File: config.mk
export PLATFORM = sky130hd
export DESIGN_NAME = pcode_stack_executor
export DESIGN_NICKNAME = d
export VERILOG_FILES = /design/src/design/pse_pkg.sv /design/src/design/pcode_stack_executor.sv
export SDC_FILE = /design/constraint.sdc
export NUM_CORES = 2
export LEC_CHECK = 0
export BUFFER_PORTS_ARGS = -buffer_cell sky130_fd_sc_hd__buf_2
export CORE_UTILIZATION = 30
export CTS_BUF_LIST = sky130_fd_sc_hd__clkbuf_16
export DETAILED_ROUTE_END_ITERATION = 16
export SLEW_MARGIN = 10
export SYNTH_ARGS = -nofsm -noshare
export SYNTH_HDL_FRONTEND = slang
export SYNTH_SLANG_ARGS = --single-unit
File: constraint.sdc
create_clock -name i_clk -period 9.8 [get_ports i_clk]
set_input_delay 0.98 -clock i_clk [delete_from_list [all_inputs] [get_ports i_clk]]
set_output_delay 0.98 -clock i_clk [all_outputs]
set_load 0.02 [all_outputs]
File: src/design/pse_pkg.sv
// Package for the p-code stack executor: opcodes, error codes, sizes and tables.
package pse_pkg;

    localparam int unsigned StackDepthDef   = 16;
    localparam int unsigned VarCountDef     = 16;
    localparam int unsigned ProgramWordsDef = 1024;

    localparam int unsigned ModeW = 5;
    localparam int unsigned DataW = 32;
    localparam int unsigned VidxW = 4;
    localparam int unsigned PcW   = 10;
    localparam int unsigned ErrW  = 3;

    typedef enum logic [ModeW-1:0] {
        OP_LDA   = 5'd0,
        OP_LDV   = 5'd1,
        OP_LDC   = 5'd2,
        OP_AFF   = 5'd3,
        OP_JMP   = 5'd4,
        OP_JIF   = 5'd5,
        OP_OR    = 5'd6,
        OP_AND   = 5'd7,
        OP_NOT   = 5'd8,
        OP_EG    = 5'd9,
        OP_SUP   = 5'd10,
        OP_SUPE  = 5'd11,
        OP_INF   = 5'd12,
        OP_DIFF  = 5'd13,
        OP_INFE  = 5'd14,
        OP_ADD   = 5'd15,
        OP_WRITE = 5'd16,
        OP_MULT  = 5'd17,
        OP_SUBST = 5'd18,
        OP_DIV   = 5'd19,
        OP_RD    = 5'd20,
        OP_STOP  = 5'd21
    } t_op;

    typedef enum logic [ErrW-1:0] {
        ERR_NONE      = 3'd0,
        ERR_OVERFLOW  = 3'd1,
        ERR_UNDERFLOW = 3'd2,
        ERR_DIV_ZERO  = 3'd3,
        ERR_BAD_ADDR  = 3'd4
    } t_err;

    function automatic logic [1:0] f_need(input logic [ModeW-1:0] mode);
        logic [1:0] n;
        n = 2'd0;
        case (mode)
            OP_JIF, OP_NOT, OP_WRITE, OP_RD: n = 2'd1;
            OP_AFF, OP_OR, OP_AND, OP_EG, OP_SUP, OP_SUPE, OP_INF, OP_DIFF,
            OP_INFE, OP_ADD, OP_MULT, OP_SUBST, OP_DIV: n = 2'd2;
            default: n = 2'd0;
        endcase
        return n;
    endfunction

endpackage

File: src/design/pcode_stack_executor.sv
// Top level of the p-code stack executor: sequencer, stack, variables, shared ALU.
//
//  channel  | ports                                              | dir
//  ---------+----------------------------------------------------+-----
//  command  | start, i_mode, i_constant_value, i_variable_index,
//           | i_jump_target, i_read_value                        | in
//  result   | o_strobe, o_next_pc, o_write_valid, o_write_value,
//           | o_halted, o_error_code, busy                       | out
//
// Most instructions go from start to the result strobe through a stack/variable
// read state, an execute state and the result state.
// Divide runs a radix-2 restoring divider for 32 steps plus a sign fix
// step; multiply takes one extra state for the registered product.
// busy is high from acceptance until the strobe cycle ends.
// Reset clears the stack pointer, pc, halt, error and the variable valid bits.
// The receiver cannot stall; each result is shown for one cycle.
module pcode_stack_executor #(
    parameter int unsigned STACK_DEPTH   = pse_pkg::StackDepthDef,
    parameter int unsigned VAR_COUNT     = pse_pkg::VarCountDef,
    parameter int unsigned PROGRAM_WORDS = pse_pkg::ProgramWordsDef
) (
    input  logic                        i_clk,
    input  logic                        i_rst_n,
    input  logic                        start,
    output logic                        busy,
    input  logic [pse_pkg::ModeW-1:0]   i_mode,
    input  logic signed [pse_pkg::DataW-1:0] i_constant_value,
    input  logic [pse_pkg::VidxW-1:0]   i_variable_index,
    input  logic [pse_pkg::PcW-1:0]     i_jump_target,
    input  logic signed [pse_pkg::DataW-1:0] i_read_value,
    output logic                        o_strobe,
    output logic [pse_pkg::PcW-1:0]     o_next_pc,
    output logic                        o_write_valid,
    output logic signed [pse_pkg::DataW-1:0] o_write_value,
    output logic                        o_halted,
    output logic [pse_pkg::ErrW-1:0]    o_error_code
);
    import pse_pkg::*;

    localparam int unsigned SpW  = $clog2(STACK_DEPTH);
    localparam int unsigned LvlW = $clog2(STACK_DEPTH + 1);
    localparam int unsigned VaW  = (VAR_COUNT > 1) ? $clog2(VAR_COUNT) : 1;
    localparam int unsigned PgW  = (PROGRAM_WORDS > 1) ? $clog2(PROGRAM_WORDS) : 1;
    localparam int unsigned DivCntW = $clog2(DataW + 1);

    typedef enum logic [2:0] {
        S_IDLE, S_READ, S_EXEC, S_MUL, S_DIV, S_DIVFIX, S_DONE
    } t_state;

    t_state r_state;

    logic [DataW-1:0] r_stack [STACK_DEPTH];
    logic [DataW-1:0] r_vars  [VAR_COUNT];
    logic [VAR_COUNT-1:0] r_vvalid;

    logic [LvlW-1:0]  r_level;
    logic [PgW-1:0]   r_pc;
    logic             r_halt;
    logic [ErrW-1:0]  r_err;

    logic [ModeW-1:0] r_mode;
    logic [DataW-1:0] r_cval, r_rval;
    logic [VidxW-1:0] r_vidx;
    logic [PcW-1:0]   r_jt;
    logic [DataW-1:0] r_a, r_b, r_var;
    logic             r_var_ok;

    logic [DataW-1:0] r_prod;
    logic [DataW-1:0] r_quo, r_rem, r_dvs;
    logic             r_qneg;
    logic [DivCntW-1:0] r_cnt;

    logic [PcW-1:0]   r_o_pc;
    logic             r_o_wv;
    logic [DataW-1:0] r_o_wval;
    logic             r_o_str;

    assign busy          = (r_state != S_IDLE);
    assign o_strobe      = r_o_str;
    assign o_next_pc     = r_o_pc;
    assign o_write_valid = r_o_wv;
    assign o_write_value = r_o_wval;
    assign o_halted      = r_halt;
    assign o_error_code  = r_err;

    // Read addresses
    logic [SpW-1:0] w_ia, w_ib;
    logic [LvlW-1:0] w_la, w_lb;
    assign w_la = r_level - LvlW'(1);
    assign w_lb = r_level - LvlW'(2);
    assign w_ia = w_la[SpW-1:0];
    assign w_ib = w_lb[SpW-1:0];

    logic [VaW-1:0] w_vi;
    logic           w_vi_ok;
    always_comb begin
        w_vi    = VaW'(r_vidx);
        w_vi_ok = ({{(32-VidxW){1'b0}}, r_vidx} < VAR_COUNT);
    end

    // Execute decode
    logic [1:0]       w_need;
    logic             w_is_push;
    logic             w_a_addr_ok, w_b_addr_ok, w_jt_ok;
    logic [DataW-1:0] w_alu;
    logic             w_binop;
    logic             w_lt, w_eq;
    logic [31:0]      w_pcn1, w_pcn2;
    logic [PgW-1:0]   w_pc1, w_pc2, w_jt_pg;

    always_comb begin
        w_need      = f_need(r_mode);
        w_is_push   = (r_mode <= ModeW'(OP_LDC));
        w_a_addr_ok = (r_a < DataW'(VAR_COUNT));
        w_b_addr_ok = (r_b < DataW'(VAR_COUNT));
        w_jt_ok     = ({{(32-PcW){1'b0}}, r_jt} < PROGRAM_WORDS);
        w_jt_pg     = PgW'(r_jt);
        w_pcn1      = 32'(r_pc) + 32'd1;
        w_pcn2      = 32'(r_pc) + 32'd2;
        w_pc1       = PgW'((w_pcn1 >= PROGRAM_WORDS) ? (w_pcn1 - PROGRAM_WORDS) : w_pcn1);
        w_pc2       = PgW'((w_pcn2 >= PROGRAM_WORDS) ? (w_pcn2 - PROGRAM_WORDS) : w_pcn2);
        w_lt        = ($signed(r_b) < $signed(r_a));
        w_eq        = (r_a == r_b);
        w_binop     = 1'b1;
        w_alu       = '0;
        case (r_mode)
            OP_OR:    w_alu = DataW'((r_a != '0) || (r_b != '0));
            OP_AND:   w_alu = DataW'((r_a != '0) && (r_b != '0));
            OP_EG:    w_alu = DataW'(w_eq);
            OP_SUP:   w_alu = DataW'(!w_lt && !w_eq);
            OP_SUPE:  w_alu = DataW'(!w_lt);
            OP_INF:   w_alu = DataW'(w_lt);
            OP_DIFF:  w_alu = DataW'(!w_eq);
            OP_INFE:  w_alu = DataW'(w_lt || w_eq);
            OP_ADD:   w_alu = r_b + r_a;
            OP_SUBST: w_alu = r_b - r_a;
            default:  w_binop = 1'b0;
        endcase
    end

    // Divider step
    logic [DataW:0]   w_rs;
    logic [DataW:0]   w_diff;
    always_comb begin
        w_rs   = {r_rem, r_quo[DataW-1]};
        w_diff = w_rs - {1'b0, r_dvs};
    end

    logic [DataW-1:0] w_abs_a, w_abs_b;
    assign w_abs_a = r_a[DataW-1] ? (DataW'(0) - r_a) : r_a;
    assign w_abs_b = r_b[DataW-1] ? (DataW'(0) - r_b) : r_b;

    always_ff @(posedge i_clk) begin
        if (!i_rst_n) begin
            r_state  <= S_IDLE;
            r_level  <= '0;
            r_pc     <= '0;
            r_halt   <= 1'b0;
            r_err    <= ERR_NONE;
            r_vvalid <= '0;
            r_o_str  <= 1'b0;
            r_o_wv   <= 1'b0;
            r_o_pc   <= '0;
            r_o_wval <= '0;
        end else begin
            r_o_str <= 1'b0;
            case (r_state)
                S_IDLE: begin
                    if (start) begin
                        r_mode  <= i_mode;
                        r_cval  <= i_constant_value;
                        r_vidx  <= i_variable_index;
                        r_jt    <= i_jump_target;
                        r_rval  <= i_read_value;
                        r_state <= S_READ;
                    end
                end
                S_READ: begin
                    r_a      <= r_stack[w_ia];
                    r_b      <= r_stack[w_ib];
                    r_var    <= r_vars[w_vi];
                    r_var_ok <= r_vvalid[w_vi];
                    r_state  <= S_EXEC;
                end
                S_EXEC: begin
                    r_o_wv   <= 1'b0;
                    r_o_wval <= '0;
                    r_state  <= S_DONE;
                    if (r_halt) begin
                        r_o_pc <= PcW'(r_pc);
                    end else if (r_mode < ModeW'(22) &&
                                 r_level < LvlW'(w_need)) begin
                        r_halt <= 1'b1;
                        r_err  <= ERR_UNDERFLOW;
                        r_o_pc <= PcW'(r_pc);
                    end else if (w_is_push && r_level >= LvlW'(STACK_DEPTH)) begin
                        r_halt <= 1'b1;
                        r_err  <= ERR_OVERFLOW;
                        r_o_pc <= PcW'(r_pc);
                    end else begin
                        r_o_pc <= PcW'(r_pc);
                        case (r_mode)
                            OP_LDA, OP_LDV: begin
                                if (!w_vi_ok) begin
                                    r_halt <= 1'b1;
                                    r_err  <= ERR_BAD_ADDR;
                                end else begin
                                    r_stack[r_level[SpW-1:0]] <= (r_mode == OP_LDA) ?
                                        DataW'(r_vidx) : (r_var_ok ? r_var : '0);
                                    r_level <= r_level + LvlW'(1);
                                    r_pc    <= w_pc2;
                                    r_o_pc  <= PcW'(w_pc2);
                                end
                            end
                            OP_LDC: begin
                                r_stack[r_level[SpW-1:0]] <= r_cval;
                                r_level <= r_level + LvlW'(1);
                                r_pc    <= w_pc2;
                                r_o_pc  <= PcW'(w_pc2);
                            end
                            OP_AFF: begin
                                if (!w_b_addr_ok) begin
                                    r_halt <= 1'b1;
                                    r_err  <= ERR_BAD_ADDR;
                                end else begin
                                    r_vars[VaW'(r_b)]   <= r_a;
                                    r_vvalid[VaW'(r_b)] <= 1'b1;
                                    r_level <= r_level - LvlW'(2);
                                    r_pc    <= w_pc1;
                                    r_o_pc  <= PcW'(w_pc1);
                                end
                            end
                            OP_JMP: begin
                                if (!w_jt_ok) begin
                                    r_halt <= 1'b1;
                                    r_err  <= ERR_BAD_ADDR;
                                end else begin
                                    r_pc   <= w_jt_pg;
                                    r_o_pc <= PcW'(w_jt_pg);
                                end
                            end
                            OP_JIF: begin
                                if (r_a == '0 && !w_jt_ok) begin
                                    r_halt <= 1'b1;
                                    r_err  <= ERR_BAD_ADDR;
                                end else begin
                                    r_level <= r_level - LvlW'(1);
                                    r_pc    <= (r_a != '0) ? w_pc2 : w_jt_pg;
                                    r_o_pc  <= PcW'((r_a != '0) ? w_pc2 : w_jt_pg);
                                end
                            end
                            OP_NOT: begin
                                r_stack[w_ia] <= DataW'(r_a == '0);
                                r_pc   <= w_pc1;
                                r_o_pc <= PcW'(w_pc1);
                            end
                            OP_WRITE: begin
                                r_o_wv   <= 1'b1;
                                r_o_wval <= r_a;
                                r_pc     <= w_pc1;
                                r_o_pc   <= PcW'(w_pc1);
                            end
                            OP_MULT: begin
                                r_prod  <= r_a * r_b;
                                r_state <= S_MUL;
                            end
                            OP_DIV: begin
                                if (r_a == '0) begin
                                    r_halt <= 1'b1;
                                    r_err  <= ERR_DIV_ZERO;
                                end else begin
                                    r_quo   <= w_abs_b;
                                    r_rem   <= '0;
                                    r_dvs   <= w_abs_a;
                                    r_qneg  <= r_a[DataW-1] ^ r_b[DataW-1];
                                    r_cnt   <= DivCntW'(DataW);
                                    r_state <= S_DIV;
                                end
                            end
                            OP_RD: begin
                                if (!w_a_addr_ok) begin
                                    r_halt <= 1'b1;
                                    r_err  <= ERR_BAD_ADDR;
                                end else begin
                                    r_vars[VaW'(r_a)]   <= r_rval;
                                    r_vvalid[VaW'(r_a)] <= 1'b1;
                                    r_level <= r_level - LvlW'(1);
                                    r_pc    <= w_pc1;
                                    r_o_pc  <= PcW'(w_pc1);
                                end
                            end
                            OP_STOP: begin
                                r_halt <= 1'b1;
                            end
                            default: begin
                                if (w_binop) begin
                                    r_stack[w_ib] <= w_alu;
                                    r_level <= r_level - LvlW'(1);
                                end
                                r_pc   <= w_pc1;
                                r_o_pc <= PcW'(w_pc1);
                            end
                        endcase
                    end
                    if (r_state == S_EXEC && !(r_mode == OP_MULT || r_mode == OP_DIV)) begin
                        r_o_str <= 1'b1;
                    end else if (r_halt || r_level < LvlW'(w_need) ||
                                 (r_mode == OP_DIV && r_a == '0)) begin
                        r_o_str <= 1'b1;
                    end
                end
                S_MUL: begin
                    r_stack[w_ib] <= r_prod;
                    r_level <= r_level - LvlW'(1);
                    r_pc    <= w_pc1;
                    r_o_pc  <= PcW'(w_pc1);
                    r_o_str <= 1'b1;
                    r_state <= S_DONE;
                end
                S_DIV: begin
                    if (!w_diff[DataW]) begin
                        r_rem <= w_diff[DataW-1:0];
                        r_quo <= {r_quo[DataW-2:0], 1'b1};
                    end else begin
                        r_rem <= w_rs[DataW-1:0];
                        r_quo <= {r_quo[DataW-2:0], 1'b0};
                    end
                    r_cnt <= r_cnt - DivCntW'(1);
                    if (r_cnt == DivCntW'(1)) begin
                        r_state <= S_DIVFIX;
                    end
                end
                S_DIVFIX: begin
                    r_stack[w_ib] <= r_qneg ? (DataW'(0) - r_quo) : r_quo;
                    r_level <= r_level - LvlW'(1);
                    r_pc    <= w_pc1;
                    r_o_pc  <= PcW'(w_pc1);
                    r_o_str <= 1'b1;
                    r_state <= S_DONE;
                end
                S_DONE: begin
                    r_state <= S_IDLE;
                end
                default: r_state <= S_IDLE;
            endcase
        end
    end

    a_level_bound: assert property (@(posedge i_clk) disable iff (!i_rst_n)
        r_level <= LvlW'(STACK_DEPTH))
        else $error("stack level beyond depth");

    a_halt_sticky: assert property (@(posedge i_clk) disable iff (!i_rst_n)
        r_halt |=> r_halt)
        else $error("halt flag cleared");

    a_err_halts: assert property (@(posedge i_clk) disable iff (!i_rst_n)
        (r_err != ERR_NONE) |-> r_halt)
        else $error("error without halt");

    a_strobe_busy: assert property (@(posedge i_clk) disable iff (!i_rst_n)
        r_o_str |-> (r_state == S_DONE))
        else $error("strobe outside done");

    a_wv_strobe: assert property (@(posedge i_clk) disable iff (!i_rst_n)
        (r_o_str && r_o_wv) |-> !$past(r_halt))
        else $error("write while halted");

endmodule

* Word level (Yosys, flattened, before mapping)
Memory sizes are Yosys's and may differ from the RTL's. A register that Yosys moved wholly into a read port is not among the register bits.
Index checks and enable logic that the tools add are counted.
** Word-level totals
- Memories :: 3
- Bits of input ports :: 86
- Logic and storage cells :: 305
- Register bits :: 291
- Bits in read-only memories :: 64
- Memory bits (writable) :: 1024
** Operators by class
- $lt $le $gt $ge :: 14
- Add/sub/neg operators :: 14
- Multiply operators :: 1
- Muxes and demuxes :: 150
- Reduce and logical (&&, ||, !) cells :: 46
- Bitwise gates (word level) :: 10
- Equality and inequality tests :: 45
** Memories
- r_stack :: words 16, width 32, read ports 2, clocked after memory_dff 2, wr ports 1, RTL line pcode_stack_executor.sv:52 : logic [DataW-1:0] r_stack [STACK_DEPTH];
- r_vars :: words 16, width 32, read ports 1, clocked after memory_dff 1, wr ports 1, RTL line pcode_stack_executor.sv:53 : logic [DataW-1:0] r_vars [VAR_COUNT];
- (name not given) :: words 32, width 2, read ports 1, clocked after memory_dff 1, wr ports 0, RTL line pse_pkg.sv:50 : case (mode)
** Operators with widths (number)
- $mux W32 :: 25
- $pmux W32 S10 :: 1
- $pmux W32 S2 :: 2
- $reduce_or A32 Y1 :: 3
- $sub A1 B32 Y32 const A :: 3
- $mux W10 :: 8
- $mux W1 :: 71
- $lt A32 B5 Y1 const B :: 2
- $reduce_bool A32 Y1 :: 2
- $pmux W10 S6 :: 1
- $eq A5 B4 Y1 const B :: 8
- $mux W5 :: 7
- $sub A33 B32 Y33 :: 1
- $add A32 B32 Y32 :: 1
- $eq A32 B32 Y1 :: 1
- $logic_not A32 Y1 :: 1
- $lt A32 B32 Y1 :: 1
- $mul A32 B32 Y32 :: 1
- $mux W16 :: 2
- $or A16 B16 Y16 :: 2
- $pmux W16 S2 :: 1
- $sub A32 B32 Y32 :: 1
- $mux W31 :: 1
- $eq A5 B5 Y1 const B :: 6
- 62 further kinds :: 128

* Logic depth before layout (Yosys ltp)
- Word-level depth :: 15
- Depth in mapped cells :: 27
- Depth with buffers taken out :: 25

* Least setup slack after synthesis
Ideal clock, no wire load.
- Path kind :: in2reg
- Start :: input port i_rst_n
- End :: register r_a[0] (read register of r_stack) (enable)
- Path slack :: 1.204 ns
- Buffers on the path :: 1
- Stages :: 3
- Arrival time :: 7.925 ns
- Library setup time :: 0.671 ns
- Cells stage by stage :: clkbuf_1 nand2_1 nor3_1
** On the way
- Cells in the longest elaborated chain, start to end :: 1
** Ends and longest elaborated chain
- start, declared :: RTL line pcode_stack_executor.sv:23 : input logic i_rst_n,
- $reduce_and A2 Y1 (no source line)
- end, declared :: RTL line pcode_stack_executor.sv:65 : logic [DataW-1:0] r_a, r_b, r_var;
Every way passes these cells.
A chain may end at the register's enable or synchronous reset.

* Worst setup path after layout
- Start :: register r_b[3] (read register of r_stack)
- End :: register r_prod[30], data pin
** On the way
- Cells in the longest elaborated chain, start to end :: 1
** Ends and longest elaborated chain
- start, declared :: RTL line pcode_stack_executor.sv:65
- $mul A32 B32 Y32 :: RTL line pcode_stack_executor.sv:264 : r_prod <= r_a * r_b;
- end signal, assigned :: RTL line pcode_stack_executor.sv:264
- end, declared :: RTL line pcode_stack_executor.sv:68 : logic [DataW-1:0] r_prod;
Every way passes these cells.

==> metrics.cfg <==
[outcome]
outcome = finished clean

[min_path]
hp-start = i_constant_value[14]
hold_end = r_cval[14]
hold_path.class = input port to flip-flop
min_path_cells = 1

[floorplan]
floorplan.initialDensity_pct = 30.2
ioPinCount = 135
core_mm2 = 0.271
rows = 191
die_h_um = 524
die_w_um = 524
dieArea_mm2 = 0.275

[synthesis]
postSynthCellCount = 5894
seq_area_frac_synth_pct = 50.9
yosys.area.top_type = edfxtp_1
synth_top_flop_cell = edfxtp_1
synth_top_area_share_pct = 49.1
synth_edf_count = 1339
syn_avg_cell_area_um2 = 13.9
synthDistinctLibCells = 108
synthArstFlopShare_pct = 0
syn-num-nets = 6628
synth.ff_latch_count = 1413
netlist_area_mm2 = 0.0818
yosysWarnings = 0
yosysMostFrequentCell = edfxtp_1
synthTopCellsByCount = 1339 x edfxtp_1, 503 x inv_1, 485 x mux4_2
ys_top_cells_by_area = edfxtp_1 49%, mux4_2 13%, fa_1 10%

[clock_tree]
postCtsResizedCells = 0
path_clk_slew_ns = 0.07
post_cts_buffers = 0
cts_max_level = 4
cts_tree = yes
clk_path_buf_depth = 3
cts_made_buffers = 148
clock_latency_ns = 0.86
ctsHoldBuffers = 0
root_buffer = clkbuf_16
cts.sinks = 1413

[placement]
dpl.hpwl_um = 170000
gp_congestion = 0.962
io_buffers = 134

[sta]
worstMarginPinSlew_ns = 1.25
fmax_mhz = 121
rsz0062_at_grt = false
setup_viol = 0
slew_viol_final = 0
hold_violations = 0
fin_crit_sh_pct = 84.2
maxSlewHeadroom_pct = 16.5
fin_crit_ns = 8.25
skew_ns = 0.0878
setup_tns_ns = 0

[route]
dr_total_vias = 52200
finalWirelength_um = 256000
dr.pass1.iters = 6
drc = 0
ant_nets = 0
drt_iter0_drc = 5940
viasPerCell = 5.39
wl_per_cell_um = 26.4

[worst_setup_path]
r2r_cells = 25
crit_top_cell = fa_1
required_ns = 10.34
cp.buffers_inverters = 5
r2r-end = r_prod[30]
crit_type = flip-flop to flip-flop
start_kind = flip-flop
slowest_stage = edfxtp_1
critPathCaptureType = flip-flop
reg2reg_slack_ns = 1.55
cp_top_family = adder cells
rr_startpoint = r_b[3]
worst-path-max-fanout = 23
cp_slowest_stage_delay_ns = 0.86
arrival_ns = 8.79

[finish]
drive_gt1_share_pct = 18.6
nets = 6720
synthToLayoutAreaGrowth_pct = 12.6
nFillCells = 26100
layout.area.seq_mm2 = 0.0417
multiInputGateArea_mm2 = 0.0372

[global_routing]
gr-usage-all-layers_pct = 18.5
grt_max_degree = 134
grt_pass1_wl_um = 370000
overflow = 0
grt_pass1_vias = 52900
antenna_found_initial = 19

[job]
drv_cap = 0

cell families (layout without fill, tap and decap cells):
group | count (synthesis) | in the layout | share of synthesized area, %
other cells | 0 | 9 | 0
flops | 1413 | 1413 | 50.9
buf+inv | 873 | 1084 | 4.18
simple gates | 1428 | 1428 | 8.67
xor+xnor | 225 | 225 | 2.41
fa+ha+maj | 649 | 649 | 13.7
mux | 519 | 519 | 13.8
compound gates | 787 | 787 | 6.36
layout make-up:
class,instances,area share (%)
Sequential cell,1413,45.2
Multi-Input combinational cell,3608,40.4
Tap cell,3570,4.85
Clock buffer,149,4.05
Timing Repair Buffer,309,2.19
Inverter,506,2.06
Clock inverter,120,1.22
Antenna cell,9,0.0244
sequential cells by signal (all words and copies together) (netlist names), 4 cells and up:
signal / flops
o_next_pc: 10
o_write_value: 32
r_a: 32
r_b: 32
r_cnt: 6
r_cval: 32
r_dvs: 32
r_jt: 10
r_level: 5
r_mode: 5
r_prod: 32
r_quo: 32
r_rem: 32
r_rval: 32
r_stack: 512
r_var: 32
r_vars: 512
r_vidx: 4
r_vvalid: 16
per-stage QoR:
stage / utilization (%) / cell area (µm²) / hold slack, ns / instances / setup slack (ns)
after floorplan: - / 81800 / 0.435 / 5894 / 1.20
after global placement: 32.2 / 87300 / 0.447 / 9406 / 1.71
after detailed placement: 32.2 / 87300 / 0.460 / 9406 / 1.78
after CTS: 34.0 / 92100 / 0.253 / 9675 / 1.67
after global routing: 34.0 / 92100 / 0.267 / 9679 / 1.21
final: 34.0 / 92200 / 0.294 / 9684 / 1.55
placed cells by master, fill, tap and decap left out, drive strengths merged, types with 30 or more instances in the layout:
cell type     n
nand3        94
ha          237
nand2       443
mux4        485
o31ai        46
a21oi       211
fa          411
or3          31
and2        321
a22oi        38
xnor2       152
a211oi       30
mux2i        33
buf         309
and3         39
dfxtp        74
inv         543
edfxtp     1339
a21o         45
xor2         73
o21ai       174
nor2        290
clkinv       66
nor3         59
clkbuf      149
worst register-to-register path, cell delays in order, from the launching register on:
cell,delay (ns)
edfxtp_1,0.86
buf_4,0.43
and2_1,0.20
fa_1,0.42
inv_1,0.08
fa_1,0.43
fa_1,0.51
inv_1,0.06
fa_1,0.55
ha_1,0.23
ha_1,0.27
inv_1,0.05
fa_1,0.48
inv_1,0.06
fa_1,0.38
ha_1,0.38
a41oi_1,0.25
o21ai_0,0.12
a21oi_1,0.29
o22ai_1,0.32
a221oi_2,0.49
o21ai_1,0.23
a2111oi_2,0.44
o41ai_1,0.14
a21oi_1,0.20
xnor2_1,0.09
per-layer routing:
metal | track usage [%] | vias to the layer above | share of wire, % | routed length [µm]
met3 | 3.19 | 518 | 7.6 | 19500
met2 | 30.8 | 2402 | 48 | 124000
met1 | 23.2 | 27400 | 39 | 98500
li1 | - | 21900 | - | -
met4 | 9.30 | 0 | 5.5 | 14000
met5 | 0 | - | 0 | 0
worst max path at each step:
stage,cells past startpoint,endpoint,start,slack (ns)
CTS,25,r_prod[30],r_b[3],1.67
detailed placement,25,r_prod[30],r_b[3],1.78
finish,25,r_prod[30],r_b[3],1.55
global placement,23,r_prod[30],r_b[3],1.71
floorplan,3,r_a[0],i_rst_n,1.20
global route,25,r_prod[30],r_b[3],1.21
Power is not shown: default switching activity piles up to over one toggle a cycle in this logic, so the estimate is an artifact.
